File: src/design/itoa_fmt_pkg.sv
// ---------------------------------------------------------------------------
// itoa_fmt_pkg
// Types, mode codes and character constants of the ASCII radix formatter.
// ---------------------------------------------------------------------------
`default_nettype none

package itoa_fmt_pkg;

	// Input mode codes
	localparam logic [2:0] MODE_SDEC = 3'd0;
	localparam logic [2:0] MODE_OCT  = 3'd1;
	localparam logic [2:0] MODE_UDEC = 3'd2;
	localparam logic [2:0] MODE_HEX  = 3'd3;
	localparam logic [2:0] MODE_PTR  = 3'd4;

	// Fixed characters
	localparam logic [7:0] CHAR_MINUS = 8'h2d;
	localparam logic [7:0] CHAR_ZERO  = 8'h30;
	localparam logic [7:0] CHAR_X     = 8'h78;
	localparam logic [7:0] CHAR_A_M10 = 8'h57;

	typedef enum logic [1:0] {
		BASE_DEC,
		BASE_OCT,
		BASE_HEX
	} base_t;

	typedef struct packed {
		logic [2:0]  mode;
		logic [63:0] value;
	} item_t;

	typedef struct packed {
		logic [7:0] char_code;
		logic       last;
	} result_t;

	// Classified conversion job handed from front to back
	typedef struct packed {
		base_t       base;
		logic        neg;
		logic        ptr;
		logic [63:0] mag;
	} job_t;

	typedef struct packed {
		logic valid;
		job_t job;
	} push_t;

	typedef struct packed {
		logic full;
		logic empty;
	} fifo_stat_t;

	// Map a digit value to its lowercase ASCII glyph
	function automatic logic [7:0] glyph(input logic [3:0] d);
		if (d < 4'd10) begin
			return CHAR_ZERO + {4'b0, d};
		end
		return CHAR_A_M10 + {4'b0, d};
	endfunction

endpackage

`default_nettype wire

File: src/design/itoa_fmt_front.sv
// ---------------------------------------------------------------------------
// itoa_fmt_front
// Accepts commands, drops unused modes and builds a conversion job.
// ---------------------------------------------------------------------------
`default_nettype none

module itoa_fmt_front #(
	parameter int POINTER_WIDTH = 64
) (
	input  wire                      clk,
	input  wire                      arst_n,
	input  wire                      start,
	output logic                     busy,
	input  itoa_fmt_pkg::item_t      item,
	input  itoa_fmt_pkg::fifo_stat_t stat,
	output itoa_fmt_pkg::push_t      push
);

	localparam logic [63:0] PTR_MASK = {64{1'b1}} >> (64 - POINTER_WIDTH);

	logic               valid_s1;
	itoa_fmt_pkg::job_t job_s1;
	itoa_fmt_pkg::job_t job_d;
	logic               mode_ok;
	logic               take;

	// Classify the incoming item
	always_comb begin
		job_d.base = itoa_fmt_pkg::BASE_DEC;
		job_d.neg  = 1'b0;
		job_d.ptr  = 1'b0;
		job_d.mag  = {32'b0, item.value[31:0]};
		mode_ok    = 1'b1;
		unique case (item.mode)
			itoa_fmt_pkg::MODE_SDEC: begin
				if (item.value[31]) begin
					job_d.neg = 1'b1;
					job_d.mag = {32'b0, ~item.value[31:0] + 32'd1};
				end
			end
			itoa_fmt_pkg::MODE_OCT:  job_d.base = itoa_fmt_pkg::BASE_OCT;
			itoa_fmt_pkg::MODE_UDEC: job_d.base = itoa_fmt_pkg::BASE_DEC;
			itoa_fmt_pkg::MODE_HEX:  job_d.base = itoa_fmt_pkg::BASE_HEX;
			itoa_fmt_pkg::MODE_PTR: begin
				job_d.base = itoa_fmt_pkg::BASE_HEX;
				job_d.ptr  = 1'b1;
				job_d.mag  = item.value & PTR_MASK;
			end
			default: mode_ok = 1'b0;
		endcase
	end

	assign busy = valid_s1 && stat.full;
	assign take = start && !busy;

	// Hold the job until the queue takes it
	always_ff @(posedge clk or negedge arst_n) begin
		if (!arst_n) begin
			valid_s1 <= 1'b0;
		end else if (take) begin
			valid_s1 <= mode_ok;
		end else if (valid_s1 && !stat.full) begin
			valid_s1 <= 1'b0;
		end
	end

	always_ff @(posedge clk) begin
		if (take) begin
			job_s1 <= job_d;
		end
	end

	assign push.valid = valid_s1;
	assign push.job   = job_s1;

endmodule

`default_nettype wire

File: src/design/itoa_fmt_fifo.sv
// ---------------------------------------------------------------------------
// itoa_fmt_fifo
// Two-entry job queue between the front and the back.
// ---------------------------------------------------------------------------
`default_nettype none

module itoa_fmt_fifo (
	input  wire                      clk,
	input  wire                      arst_n,
	input  itoa_fmt_pkg::push_t      push,
	input  wire                      pop,
	output itoa_fmt_pkg::job_t       head,
	output itoa_fmt_pkg::fifo_stat_t stat
);

	itoa_fmt_pkg::job_t entry_q [2];
	logic               wr_ptr_q;
	logic               rd_ptr_q;
	logic [1:0]         count_q;
	logic               do_push;
	logic               do_pop;

	assign stat.full  = (count_q == 2'd2);
	assign stat.empty = (count_q == 2'd0);
	assign do_push    = push.valid && !stat.full;
	assign do_pop     = pop && !stat.empty;
	assign head       = entry_q[rd_ptr_q];

	// Advance pointers and occupancy
	always_ff @(posedge clk or negedge arst_n) begin
		if (!arst_n) begin
			wr_ptr_q <= 1'b0;
			rd_ptr_q <= 1'b0;
			count_q  <= 2'd0;
		end else begin
			if (do_push) begin
				wr_ptr_q <= !wr_ptr_q;
			end
			if (do_pop) begin
				rd_ptr_q <= !rd_ptr_q;
			end
			if (do_push && !do_pop) begin
				count_q <= count_q + 2'd1;
			end else if (do_pop && !do_push) begin
				count_q <= count_q - 2'd1;
			end
		end
	end

	// Store the pushed job
	always_ff @(posedge clk) begin
		if (do_push) begin
			entry_q[wr_ptr_q] <= push.job;
		end
	end

endmodule

`default_nettype wire

File: src/design/itoa_fmt_back.sv
// ---------------------------------------------------------------------------
// itoa_fmt_back
// Converts one job to digits and emits its characters, one per cycle.
// ---------------------------------------------------------------------------
`default_nettype none

module itoa_fmt_back #(
	parameter int POINTER_WIDTH = 64
) (
	input  wire                      clk,
	input  wire                      arst_n,
	input  itoa_fmt_pkg::job_t       head,
	input  itoa_fmt_pkg::fifo_stat_t stat,
	output logic                     pop,
	output logic                     strobe,
	output itoa_fmt_pkg::result_t    result
);

	localparam int NIB = (POINTER_WIDTH + 3) / 4;
	localparam int PAD = 64 - 4 * NIB;

	typedef enum logic [2:0] {
		ST_IDLE,
		ST_DABBLE,
		ST_SKIP,
		ST_PRE,
		ST_DIG
	} state_t;

	state_t      state_q;
	logic [63:0] digits_q;
	logic [39:0] bcd_q;
	logic [31:0] bin_q;
	logic [2:0]  step_q;
	logic [4:0]  cnt_q;
	logic        oct_q;
	logic        neg_q;
	logic        ptr_q;
	logic        pre_idx_q;
	logic [3:0]  top;
	logic [63:0] digits_shl;
	logic [39:0] bcd_next;

	// Shift four binary bits into the BCD accumulator
	function automatic logic [39:0] dabble4(input logic [39:0] bcd_in, input logic [3:0] bits);
		logic [39:0] acc;
		acc = bcd_in;
		for (int k = 3; k >= 0; k--) begin
			for (int n = 0; n < 10; n++) begin
				if (acc[4*n +: 4] >= 4'd5) begin
					acc[4*n +: 4] = acc[4*n +: 4] + 4'd3;
				end
			end
			acc = {acc[38:0], bits[k]};
		end
		return acc;
	endfunction

	assign top        = oct_q ? {1'b0, digits_q[63:61]} : digits_q[63:60];
	assign digits_shl = oct_q ? {digits_q[60:0], 3'b0} : {digits_q[59:0], 4'b0};
	assign bcd_next   = dabble4(bcd_q, bin_q[31:28]);
	assign pop        = (state_q == ST_IDLE) && !stat.empty;

	// Sequence one conversion
	always_ff @(posedge clk or negedge arst_n) begin
		if (!arst_n) begin
			state_q   <= ST_IDLE;
			strobe    <= 1'b0;
			result    <= '0;
			digits_q  <= '0;
			bcd_q     <= '0;
			bin_q     <= '0;
			step_q    <= '0;
			cnt_q     <= '0;
			oct_q     <= 1'b0;
			neg_q     <= 1'b0;
			ptr_q     <= 1'b0;
			pre_idx_q <= 1'b0;
		end else begin
			strobe <= 1'b0;
			unique case (state_q)
				ST_IDLE: begin
					if (!stat.empty) begin
						neg_q     <= head.neg;
						ptr_q     <= head.ptr;
						pre_idx_q <= 1'b0;
						oct_q     <= (head.base == itoa_fmt_pkg::BASE_OCT);
						case (head.base)
							itoa_fmt_pkg::BASE_OCT: begin
								digits_q <= {1'b0, head.mag[31:0], 31'b0};
								cnt_q    <= 5'd11;
								state_q  <= ST_SKIP;
							end
							itoa_fmt_pkg::BASE_HEX: begin
								if (head.ptr) begin
									digits_q <= head.mag << PAD;
									cnt_q    <= 5'(NIB);
								end else begin
									digits_q <= {head.mag[31:0], 32'b0};
									cnt_q    <= 5'd8;
								end
								state_q <= ST_SKIP;
							end
							default: begin
								bin_q   <= head.mag[31:0];
								bcd_q   <= '0;
								step_q  <= '0;
								state_q <= ST_DABBLE;
							end
						endcase
					end
				end
				ST_DABBLE: begin
					bcd_q  <= bcd_next;
					bin_q  <= {bin_q[27:0], 4'b0};
					step_q <= step_q + 3'd1;
					if (step_q == 3'd7) begin
						digits_q <= {bcd_next, 24'b0};
						cnt_q    <= 5'd10;
						state_q  <= ST_SKIP;
					end
				end
				ST_SKIP: begin
					// drop leading zeros, keep at least one digit
					if (top == 4'd0 && cnt_q > 5'd1) begin
						digits_q <= digits_shl;
						cnt_q    <= cnt_q - 5'd1;
					end else if (neg_q || ptr_q) begin
						state_q <= ST_PRE;
					end else begin
						state_q <= ST_DIG;
					end
				end
				ST_PRE: begin
					strobe      <= 1'b1;
					result.last <= 1'b0;
					if (neg_q) begin
						result.char_code <= itoa_fmt_pkg::CHAR_MINUS;
						state_q          <= ST_DIG;
					end else if (!pre_idx_q) begin
						result.char_code <= itoa_fmt_pkg::CHAR_ZERO;
						pre_idx_q        <= 1'b1;
					end else begin
						result.char_code <= itoa_fmt_pkg::CHAR_X;
						state_q          <= ST_DIG;
					end
				end
				ST_DIG: begin
					strobe           <= 1'b1;
					result.char_code <= itoa_fmt_pkg::glyph(top);
					result.last      <= (cnt_q == 5'd1);
					digits_q         <= digits_shl;
					cnt_q            <= cnt_q - 5'd1;
					if (cnt_q == 5'd1) begin
						state_q <= ST_IDLE;
					end
				end
				default: state_q <= ST_IDLE;
			endcase
		end
	end

endmodule

`default_nettype wire

File: src/design/integer_to_ascii_radix_formatter_core.sv
// ---------------------------------------------------------------------------
// integer_to_ascii_radix_formatter_core
// Formats a value as ASCII decimal, octal or hex text, one character a cycle.
// ---------------------------------------------------------------------------
// Command channel: a command (mode, value) is taken at a rising edge with
// start high and busy low. Modes 5 to 7 are taken and dropped silently.
// Result channel: each character appears on result for one cycle with strobe
// high; result.last marks the final character. The receiver cannot stall.
// Front and back are parted by a two-entry job queue, so busy rises only when
// the front register and the queue are both full.
// From transfer to first character: the job passes the front register and
// the queue to reach the back, then decimal modes run the BCD conversion
// (4 bits per cycle), then leading zeros are suppressed, then prefix
// characters are emitted. The back takes one conversion at a time and pops
// no new job until the last character of the current one is out; the back's
// digit sequencer sets the throughput.
// Reset clears the queue, the front register and the sequencer at once;
// no character is emitted while reset is held.
// ---------------------------------------------------------------------------
`default_nettype none

module integer_to_ascii_radix_formatter_core #(
	parameter int POINTER_WIDTH = 64
) (
	input  wire                   clk,
	input  wire                   arst_n,
	input  wire                   start,
	output logic                  busy,
	input  itoa_fmt_pkg::item_t   item,
	output logic                  strobe,
	output itoa_fmt_pkg::result_t result
);

	itoa_fmt_pkg::push_t      push;
	itoa_fmt_pkg::fifo_stat_t stat;
	itoa_fmt_pkg::job_t       head;
	logic                     pop;

	itoa_fmt_front #(
		.POINTER_WIDTH(POINTER_WIDTH)
	) u_front (
		.clk   (clk),
		.arst_n(arst_n),
		.start (start),
		.busy  (busy),
		.item  (item),
		.stat  (stat),
		.push  (push)
	);

	itoa_fmt_fifo u_fifo (
		.clk   (clk),
		.arst_n(arst_n),
		.push  (push),
		.pop   (pop),
		.head  (head),
		.stat  (stat)
	);

	itoa_fmt_back #(
		.POINTER_WIDTH(POINTER_WIDTH)
	) u_back (
		.clk   (clk),
		.arst_n(arst_n),
		.head  (head),
		.stat  (stat),
		.pop   (pop),
		.strobe(strobe),
		.result(result)
	);

endmodule

`default_nettype wire

File: config.mk
export PLATFORM = sky130hd
export DESIGN_NAME = integer_to_ascii_radix_formatter_core
export DESIGN_NICKNAME = d
export VERILOG_FILES = /design/src/design/itoa_fmt_pkg.sv /design/src/design/itoa_fmt_front.sv /design/src/design/itoa_fmt_fifo.sv /design/src/design/itoa_fmt_back.sv /design/src/design/integer_to_ascii_radix_formatter_core.sv
export SDC_FILE = /design/constraint.sdc
export NUM_CORES = 1
export LEC_CHECK = 0
export BUFFER_PORTS_ARGS = -buffer_cell sky130_fd_sc_hd__buf_2
export CAP_MARGIN = 25
export CORE_AREA = 2 2 205 207
export DETAILED_ROUTE_END_ITERATION = 12
export DIE_AREA = 0 0 207 209
export PLACE_DENSITY = 0.66
export SYNTH_ARGS = -nofsm -noshare
export SYNTH_HDL_FRONTEND = slang
export SYNTH_SLANG_ARGS = --single-unit
File: constraint.sdc
create_clock -name clk -period 8.03 [get_ports clk]
set_clock_uncertainty 0.05 [all_clocks]
set_input_delay 1.2045 -clock clk [delete_from_list [all_inputs] [get_ports clk]]
set_output_delay 1.2045 -clock clk [all_outputs]
set_load 0.01 [all_outputs]
Yosys cells after proc, flatten, opt, wreduce, memory -nomap -nowiden
Memories as Yosys holds them, arrays and structs flattened.
Cells that the tools add are included.
- add/sub/neg operators: 47
- magnitude comparators: 42
- eq/ne operators: 22
- multiplexer cells: 95
- bitwise gates (word level): 2
- reductions and logical operators: 35
- operator list (cell ; count):
    $mux W64 ; 5
    $pmux W64 S2 ; 2
    $pmux W64 S4 ; 1
    $ge A4 B3 Y1 const B ; 40
    $mux W4 ; 37
    $add A4 B2 Y4 const B ; 36
    $mux W32 ; 3
    $mux W40 ; 2
    $pmux W40 S2 ; 1
    $pmux W32 S2 ; 1
    $mux W3 ; 13
    $add A32 B1 Y32 const B ; 1
    $not A32 Y32 ; 1
    $mux W8 ; 3
    $mux W5 ; 4
    $pmux W5 S4 ; 1
    $pmux W9 S2 ; 1
    $pmux W3 S5 ; 1
    $add A3 B2 Y3 const B ; 4
    $eq A3 B2 Y1 const B ; 4
    $mux W1 ; 12
    $pmux W5 S2 ; 1
    $reduce_and A5 Y1 ; 2
    $reduce_bool A2 Y1 ; 5
    other kinds (34) ; 62
- register bits: 234
- bits in writable memories: 136
- input port bits: 70
- output and inout bits: 11
- logic and storage cells: 265
- memories: 1
- memory list (memory ; depth ; width ; read ports ; clocked after memory_dff ; write ports ; RTL line ; text):
    u_fifo.entry_q ; 2 ; 68 ; 1 ; 0 ; 1 ; itoa_fmt_fifo.sv:16 ; itoa_fmt_pkg::job_t entry_q [2];

Depth between registers and ports, before layout
- depth after elaboration: 10
- mapped depth: 20
- gate-level depth less buffers: 20

By module
A second synthesis with hierarchy kept.
- cell total of the unflattened synthesis: 2002
- area total of the unflattened synthesis: 21280.4 um2
- modules (own cells, without submodules) (module ; times used ; cells an instance ; area an instance (um2) ; sequential area each (um2)):
    itoa_fmt_back ; 1 ; 1545 ; 13062.5 ; 4003.8
    itoa_fmt_fifo ; 1 ; 231 ; 5146.2 ; 4184.0
    itoa_fmt_front ; 1 ; 226 ; 3071.7 ; 2067.0

Worst setup path after synthesis
OpenSTA, ideal clock, no wires.
- path type: register to register
- start point: register u_fifo.count_q[0]
- end point: memory u_fifo.entry_q[0][0] (netlist bit) (enable)
- library setup time: 494 ps
- arrival time: 3608 ps
- required time: 7486 ps
- setup slack: 3877 ps
- cell stages (with the launch flop): 5
- buffers on the path: 1
- period minus slack after synthesis: 4153 ps
- path through: dfrtp_1 -> clkbuf_1 -> nand2b_1 -> nand2_1 -> nor2_1
- cells in the longest elaborated chain, start to end: 5
- RTL lines (what ; RTL line ; text):
    start: declaration ; itoa_fmt_fifo.sv:19 ; logic [1:0] count_q;
    start signal: assignment ; itoa_fmt_fifo.sv:43 ; count_q <= count_q + 2'd1;
    start signal: assignment ; itoa_fmt_fifo.sv:45 ; count_q <= count_q - 2'd1;
    $eq A2 B2 Y1 ; itoa_fmt_fifo.sv:23 ; assign stat.full = (count_q == 2'd2);
    $logic_not A1 Y1 ; itoa_fmt_fifo.sv:25 ; assign do_push = push.valid && !stat.full;
    $logic_and A1 B1 Y1 ; itoa_fmt_fifo.sv:25 ;
    $mux W1 ; itoa_fmt_fifo.sv:52 ; if (do_push) begin
    $mux W1 (implied by the code) ; itoa_fmt_fifo.sv:53 ; entry_q[wr_ptr_q] <= push.job;
    end: declaration ; itoa_fmt_fifo.sv:16 ;
Every way passes these cells.

Worst setup path after layout
- start point: register u_back.bcd_q[24]
- end point: register u_back.digits_q[53]
- cells in the longest elaborated chain, start to end: 10
- elaborated cells between the ends (all ways): 20
- classes of those cells: add/sub: 6; order compare: 6; mux: 8
- RTL lines (what ; RTL line ; text):
    start: declaration ; itoa_fmt_back.sv:32 ; logic [39:0] bcd_q;
    start signal: assignment ; itoa_fmt_back.sv:114 ; bcd_q <= bcd_next;
    $add A4 B2 Y4 or $ge A4 B3 Y1 (tied branches) ; itoa_fmt_back.sv:51, itoa_fmt_back.sv:50 ;
    $mux W4 * ; itoa_fmt_back.sv:50 ; if (acc[4*n +: 4] >= 4'd5) begin
    $add A4 B2 Y4 or $ge A4 B3 Y1 (tied branches) ; itoa_fmt_back.sv:51, itoa_fmt_back.sv:50 ;
    $mux W4 ; itoa_fmt_back.sv:50 ;
    $add A4 B2 Y4 or $ge A4 B3 Y1 (tied branches) ; itoa_fmt_back.sv:51, itoa_fmt_back.sv:50 ;
    $mux W4 ; itoa_fmt_back.sv:50 ;
    $add A4 B2 Y4 or $ge A4 B3 Y1 (tied branches) ; itoa_fmt_back.sv:51, itoa_fmt_back.sv:50 ;
    $mux W4 * ; itoa_fmt_back.sv:50 ;
    $mux W64 * ; itoa_fmt_back.sv:117 ; if (step_q == 3'd7) begin
    $pmux W64 S4 * ; itoa_fmt_back.sv:81 ; unique case (state_q)
    end signal: assignment ; itoa_fmt_back.sv:90 ; digits_q <= {1'b0, head.mag[31:0], 31'b0};
    end signal: assignment ; itoa_fmt_back.sv:118 ; digits_q <= {bcd_next, 24'b0};
    end signal: assignment ; itoa_fmt_back.sv:126 ; digits_q <= digits_shl;
    end: declaration ; itoa_fmt_back.sv:31 ; logic [63:0] digits_q;
Every way passes the cells marked *; elsewhere a longest branch is shown, timed or not. The select of a mux whose other input is x is not followed.
A chain may end at the register's enable or synchronous reset.

==> results.py <==
metrics = {
    "global_routing": {
        "global_route.overflow_total": 0,
        "grt.total_usage_pct": 23.08,
        "grt_pass1_vias": 15320,
        "grt_pass1_wl_um": 81310,
        "initial_antenna_violation_count": 0,
        "grt_start_max_net_pins": 106,
    },
    "timing": {
        "timing_worst_slew_pin_value_ns": 1.096,
        "maxSlewHeadroom_pct": 26.75,
        "report.final.slew_viol_count": 0,
        "timing.final.setup_violations": 0,
        "finalWorstSetupSlack_ns": 3.606,
        "rsz0062_at_grt": "false",
        "final-hold-violation-count": 0,
        "minimum_clock_period_after_layout_ns": 4.424,
        "max_freq_mhz": 226.0,
        "finalCritPeriodShare_pct": 55.10,
        "totalNegativeSetupSlack_ns": 0,
    },
    "setup_path": {
        "reg2reg_depth": 17,
        "cp_slowest_cell": "sky130_fd_sc_hd__mux2i_1",
        "register_to_register_path_setup_slack_ns": 3.61,
        "critical_path_class": "reg2reg",
        "critPathMostFrequentCell": "sky130_fd_sc_hd__inv_1",
        "slowest_delay_ns": 0.67,
        "cp.required_ns": 8.37,
        "regToRegEndpoint": "u_back.digits_q[53]$_DFFE_PN0P_",
        "critical_path.reg2reg.startpoint": "u_back.bcd_q[24]$_DFFE_PN0P_",
        "endpoint_kind": "register",
        "worstSetupStartpointType": "register",
        "crit_arrival_ns": 4.76,
        "worstPathMaxFanout": 10,
        "path_cells": "inv_1 -> ha_1 -> nand2b_1 -> a21oi_1 -> mux2i_1 -> a21oi_1 -> or2_2 -> inv_1 -> ha_1 -> inv_1 -> a2bb2o_1 -> mux2i_1 -> inv_1 -> ha_1 -> o21a_1 -> o311ai_1 -> a31oi_1",
    },
    "clocking": {
        "cts.repair.resized": 0,
        "clockBufferDepth": 3,
        "cts_tree": "done",
        "cts_setup_buffers": 0,
        "number_of_clock_buffers_inserted_by_tritoncts": 39,
        "cts.reportedPaths.clkPinSlew_ns": 0.06,
        "clock_tree.root_cell": "sky130_fd_sc_hd__clkbuf_16",
        "tritoncts_num_sinks": 369,
        "ctsHoldBuffers": 0,
        "clk_latency_ns": 0.57,
        "cts.htree.levels": 2,
    },
    "yosys": {
        "sequential_element_share_of_the_synthesized_area_pct": 48.58,
        "synth_compound_area_share_pct": 20.93,
        "mappedNetlistArea_um2": 21110,
        "post_synth.cell_area_avg_um2": 10.13,
        "mappedNetlistNets": 2208,
        "synth_async_sr_flop_share_pct": 44.72,
        "postSynthRegisterBits": 369,
        "post-synth-top-area-cell": "sky130_fd_sc_hd__edfxtp_1",
        "synth_simple_gate_area_share_pct": 13.25,
        "area_share_of_fa_ha_maj_cells_after_synthesis_pct": 3.248,
        "most_used_flip_flop_cell_after_synthesis": "sky130_fd_sc_hd__edfxtp_1",
        "yosysWarnings": 0,
        "synth_edf_count": 204,
        "post_synth_main_area_contributors": "sky130_fd_sc_hd__edfxtp_1 29%, sky130_fd_sc_hd__dfrtp_1 20%, sky130_fd_sc_hd__mux2i_1 5.0%",
        "dominant_combinational_cell_family_by_area_after_synthesis": "compound AO/OA/AOI/OAI gates",
        "unique_masters_post_synth": 100,
        "post_synth_xor_area_fraction_pct": 2.472,
        "synthMuxAreaShare_pct": 8.102,
        "post-synth-top-area-fraction_pct": 29.02,
        "synthesis.instances": 2084,
    },
    "finish": {
        "combined_area_of_the_multi_input_logic_cells_um2": 10180,
        "fill_count": 3581,
        "layout.core_utilization_pct": 56.55,
        "syn2layout_area_growth_pct": 10.62,
        "num-nets-final": 2232,
        "instances_no_fill": 2677,
        "antenna-diode-count": 0,
        "final_layout_size_suffix_gt1_share_pct": 13.42,
        "layout.area.seq_um2": 10260,
    },
    "drt": {
        "drt_first_pass_iters": 5,
        "drt.antenna.violating_nets": 0,
        "drc_errors": 0,
        "route.final.wire_length_um": 50560,
        "dr_total_vias": 15940,
        "drt_iter0_drc": 1163,
        "vias_per_cell": 5.956,
        "wl_per_cell_um": 18.89,
    },
    "floorplanning": {
        "num_rows": 75,
        "die-height_um": 209,
        "core-area_um2": 41290,
        "die_area_um2": 43260,
        "floorplan_die_width_um": 207,
        "design.portCount": 81,
        "start_util_pct": 51.13,
    },
    "placed_design": {
        "dpl_worst_slack_ns": 3.644,
        "place.gp.congestion": 0.8499,
        "port_buffers": 79,
        "dp_cells": 2604,
        "place.detailed.hpwl_um": 35590,
    },
    "min_path": {
        "hold-path-endpoint": "u_fifo.entry_q[0][28]$_DFFE_PP_",
        "min-delay-start": "u_front.push[28]$_DFFE_PP_",
        "holdCritPathClass": "reg2reg",
        "number_of_instances_on_the_worst_hold_path": 0,
    },
    "status": {
        "run_status": "finished clean",
    },
    "run": {
        "max_cap_violations": 0,
    },
}
## flip-flops by register name, summed over array words and instances (netlist names), 2 cells and up
register         count
u_front.push        68
u_back.state_q       3
u_back.bcd_q        40
u_back.cnt_q         5
u_fifo.count_q       2
u_back.step_q        3
u_back.result        8
u_fifo.entry_q     136
u_back.digits_q     64
u_back.bin_q        32
## critical path, delay by kind of cell (launching register included)
kind	cells	cell delay (ns)
flops	1	0.44
buf+inv	4	0.29
mux	2	1.00
simple gates	2	0.45
compound gates	6	1.45
fa+ha+maj	3	0.57
## final cells by class
| cell class | count | share of cell area, % |
|---|---|---|
| sequential | 369 | 43.95 |
| multi-input combinational | 1528 | 43.62 |
| clock buffer | 47 | 4.437 |
| tap | 539 | 2.888 |
| timing repair buffer | 97 | 2.470 |
| clock inverter | 24 | 1.468 |
| inverter | 73 | 1.173 |
## per-layer routing
metal / share of wire [%] / vias up / track usage (%)
li1: - / 7750 / -
met1: 44 / 7750 / 31.06
met2: 50 / 373 / 39.74
met3: 4.3 / 70 / 2.961
met4: 2.0 / 0 / 5.665
met5: 0 / - / 0
## cells by family after synthesis
group | Yosys count
other | 1
AND/OR/NAND/NOR | 600
multiplexers | 162
AO/OA/AOI/OAI | 656
buffers and inverters | 187
flip-flops | 369
XOR/XNOR | 54
adder cells (fa/ha/maj) | 55
## per-stage QoR
stage	area (um^2)	hold WS (ns)
6_report	23350	0.3841
5_1_grt	23350	0.3971
4_1_cts	23300	0.3828
3_5_place_dp	21920	0.3790
3_3_place_gp	21920	0.3716
2_1_floorplan	21110	0.3715
## cells in the mapped netlist, types with 7 or more instances
cell / count
sky130_fd_sc_hd__nor2b_1: 12
sky130_fd_sc_hd__nor2_1: 159
sky130_fd_sc_hd__o21a_1: 48
sky130_fd_sc_hd__a211oi_1: 26
sky130_fd_sc_hd__or2_2: 12
sky130_fd_sc_hd__a21o_1: 21
sky130_fd_sc_hd__edfxtp_1: 204
sky130_fd_sc_hd__ha_1: 54
sky130_fd_sc_hd__nand3b_1: 7
sky130_fd_sc_hd__buf_1: 11
sky130_fd_sc_hd__clkbuf_1: 94
sky130_fd_sc_hd__xor2_1: 24
sky130_fd_sc_hd__buf_2: 7
sky130_fd_sc_hd__dfrtp_1: 165
sky130_fd_sc_hd__o211ai_1: 19
sky130_fd_sc_hd__mux2_2: 53
sky130_fd_sc_hd__or3_1: 16
sky130_fd_sc_hd__nand2b_1: 28
sky130_fd_sc_hd__nand3_1: 18
sky130_fd_sc_hd__a21oi_1: 137
sky130_fd_sc_hd__nand2_1: 229
sky130_fd_sc_hd__o22ai_1: 39
sky130_fd_sc_hd__o21bai_1: 11
sky130_fd_sc_hd__and2_1: 45
sky130_fd_sc_hd__inv_1: 65
sky130_fd_sc_hd__mux2i_1: 105
sky130_fd_sc_hd__nor3_1: 28
sky130_fd_sc_hd__a22o_1: 7
sky130_fd_sc_hd__o22a_1: 8
sky130_fd_sc_hd__o21ai_0: 140
sky130_fd_sc_hd__xnor2_1: 25
sky130_fd_sc_hd__o31ai_1: 15
sky130_fd_sc_hd__a211o_1: 9
sky130_fd_sc_hd__o221ai_1: 32
sky130_fd_sc_hd__o21ai_1: 31
sky130_fd_sc_hd__a31oi_1: 28
sky130_fd_sc_hd__and3_1: 8
## cells in the final DEF, fill, tap and decap left out, drive strengths merged, types with 48 or more instances in the layout
master  instances
mux2i         107
mux2           55
o21a           48
o21ai         175
nand2         229
dfrtp         165
inv            72
buf            97
nor2          159
edfxtp        204
a21oi         141
ha             54
## worst max-delay path by stage
stage,slack (ns),depth (start not counted),startpoint,endpoint
4_1_cts,3.66,17,u_back.bcd_q[24]$_DFFE_PN0P_,u_back.digits_q[53]$_DFFE_PN0P_
6_report,3.61,17,u_back.bcd_q[24]$_DFFE_PN0P_,u_back.digits_q[53]$_DFFE_PN0P_
3_3_place_gp,3.83,16,u_back.bcd_q[24]$_DFFE_PN0P_,u_back.digits_q[53]$_DFFE_PN0P_
5_1_grt,3.11,17,u_back.bcd_q[25]$_DFFE_PN0P_,u_back.digits_q[53]$_DFFE_PN0P_
2_1_floorplan,3.88,4,u_fifo.count_q[0]$_DFFE_PN0P_,u_fifo.entry_q[0][0]$_DFFE_PP_
3_5_place_dp,3.64,16,u_back.bcd_q[24]$_DFFE_PN0P_,u_back.digits_q[53]$_DFFE_PN0P_
Power is left out: the tool's default activity adds up to more than one toggle a clock period on the data nets, which glitch-free logic cannot reach.
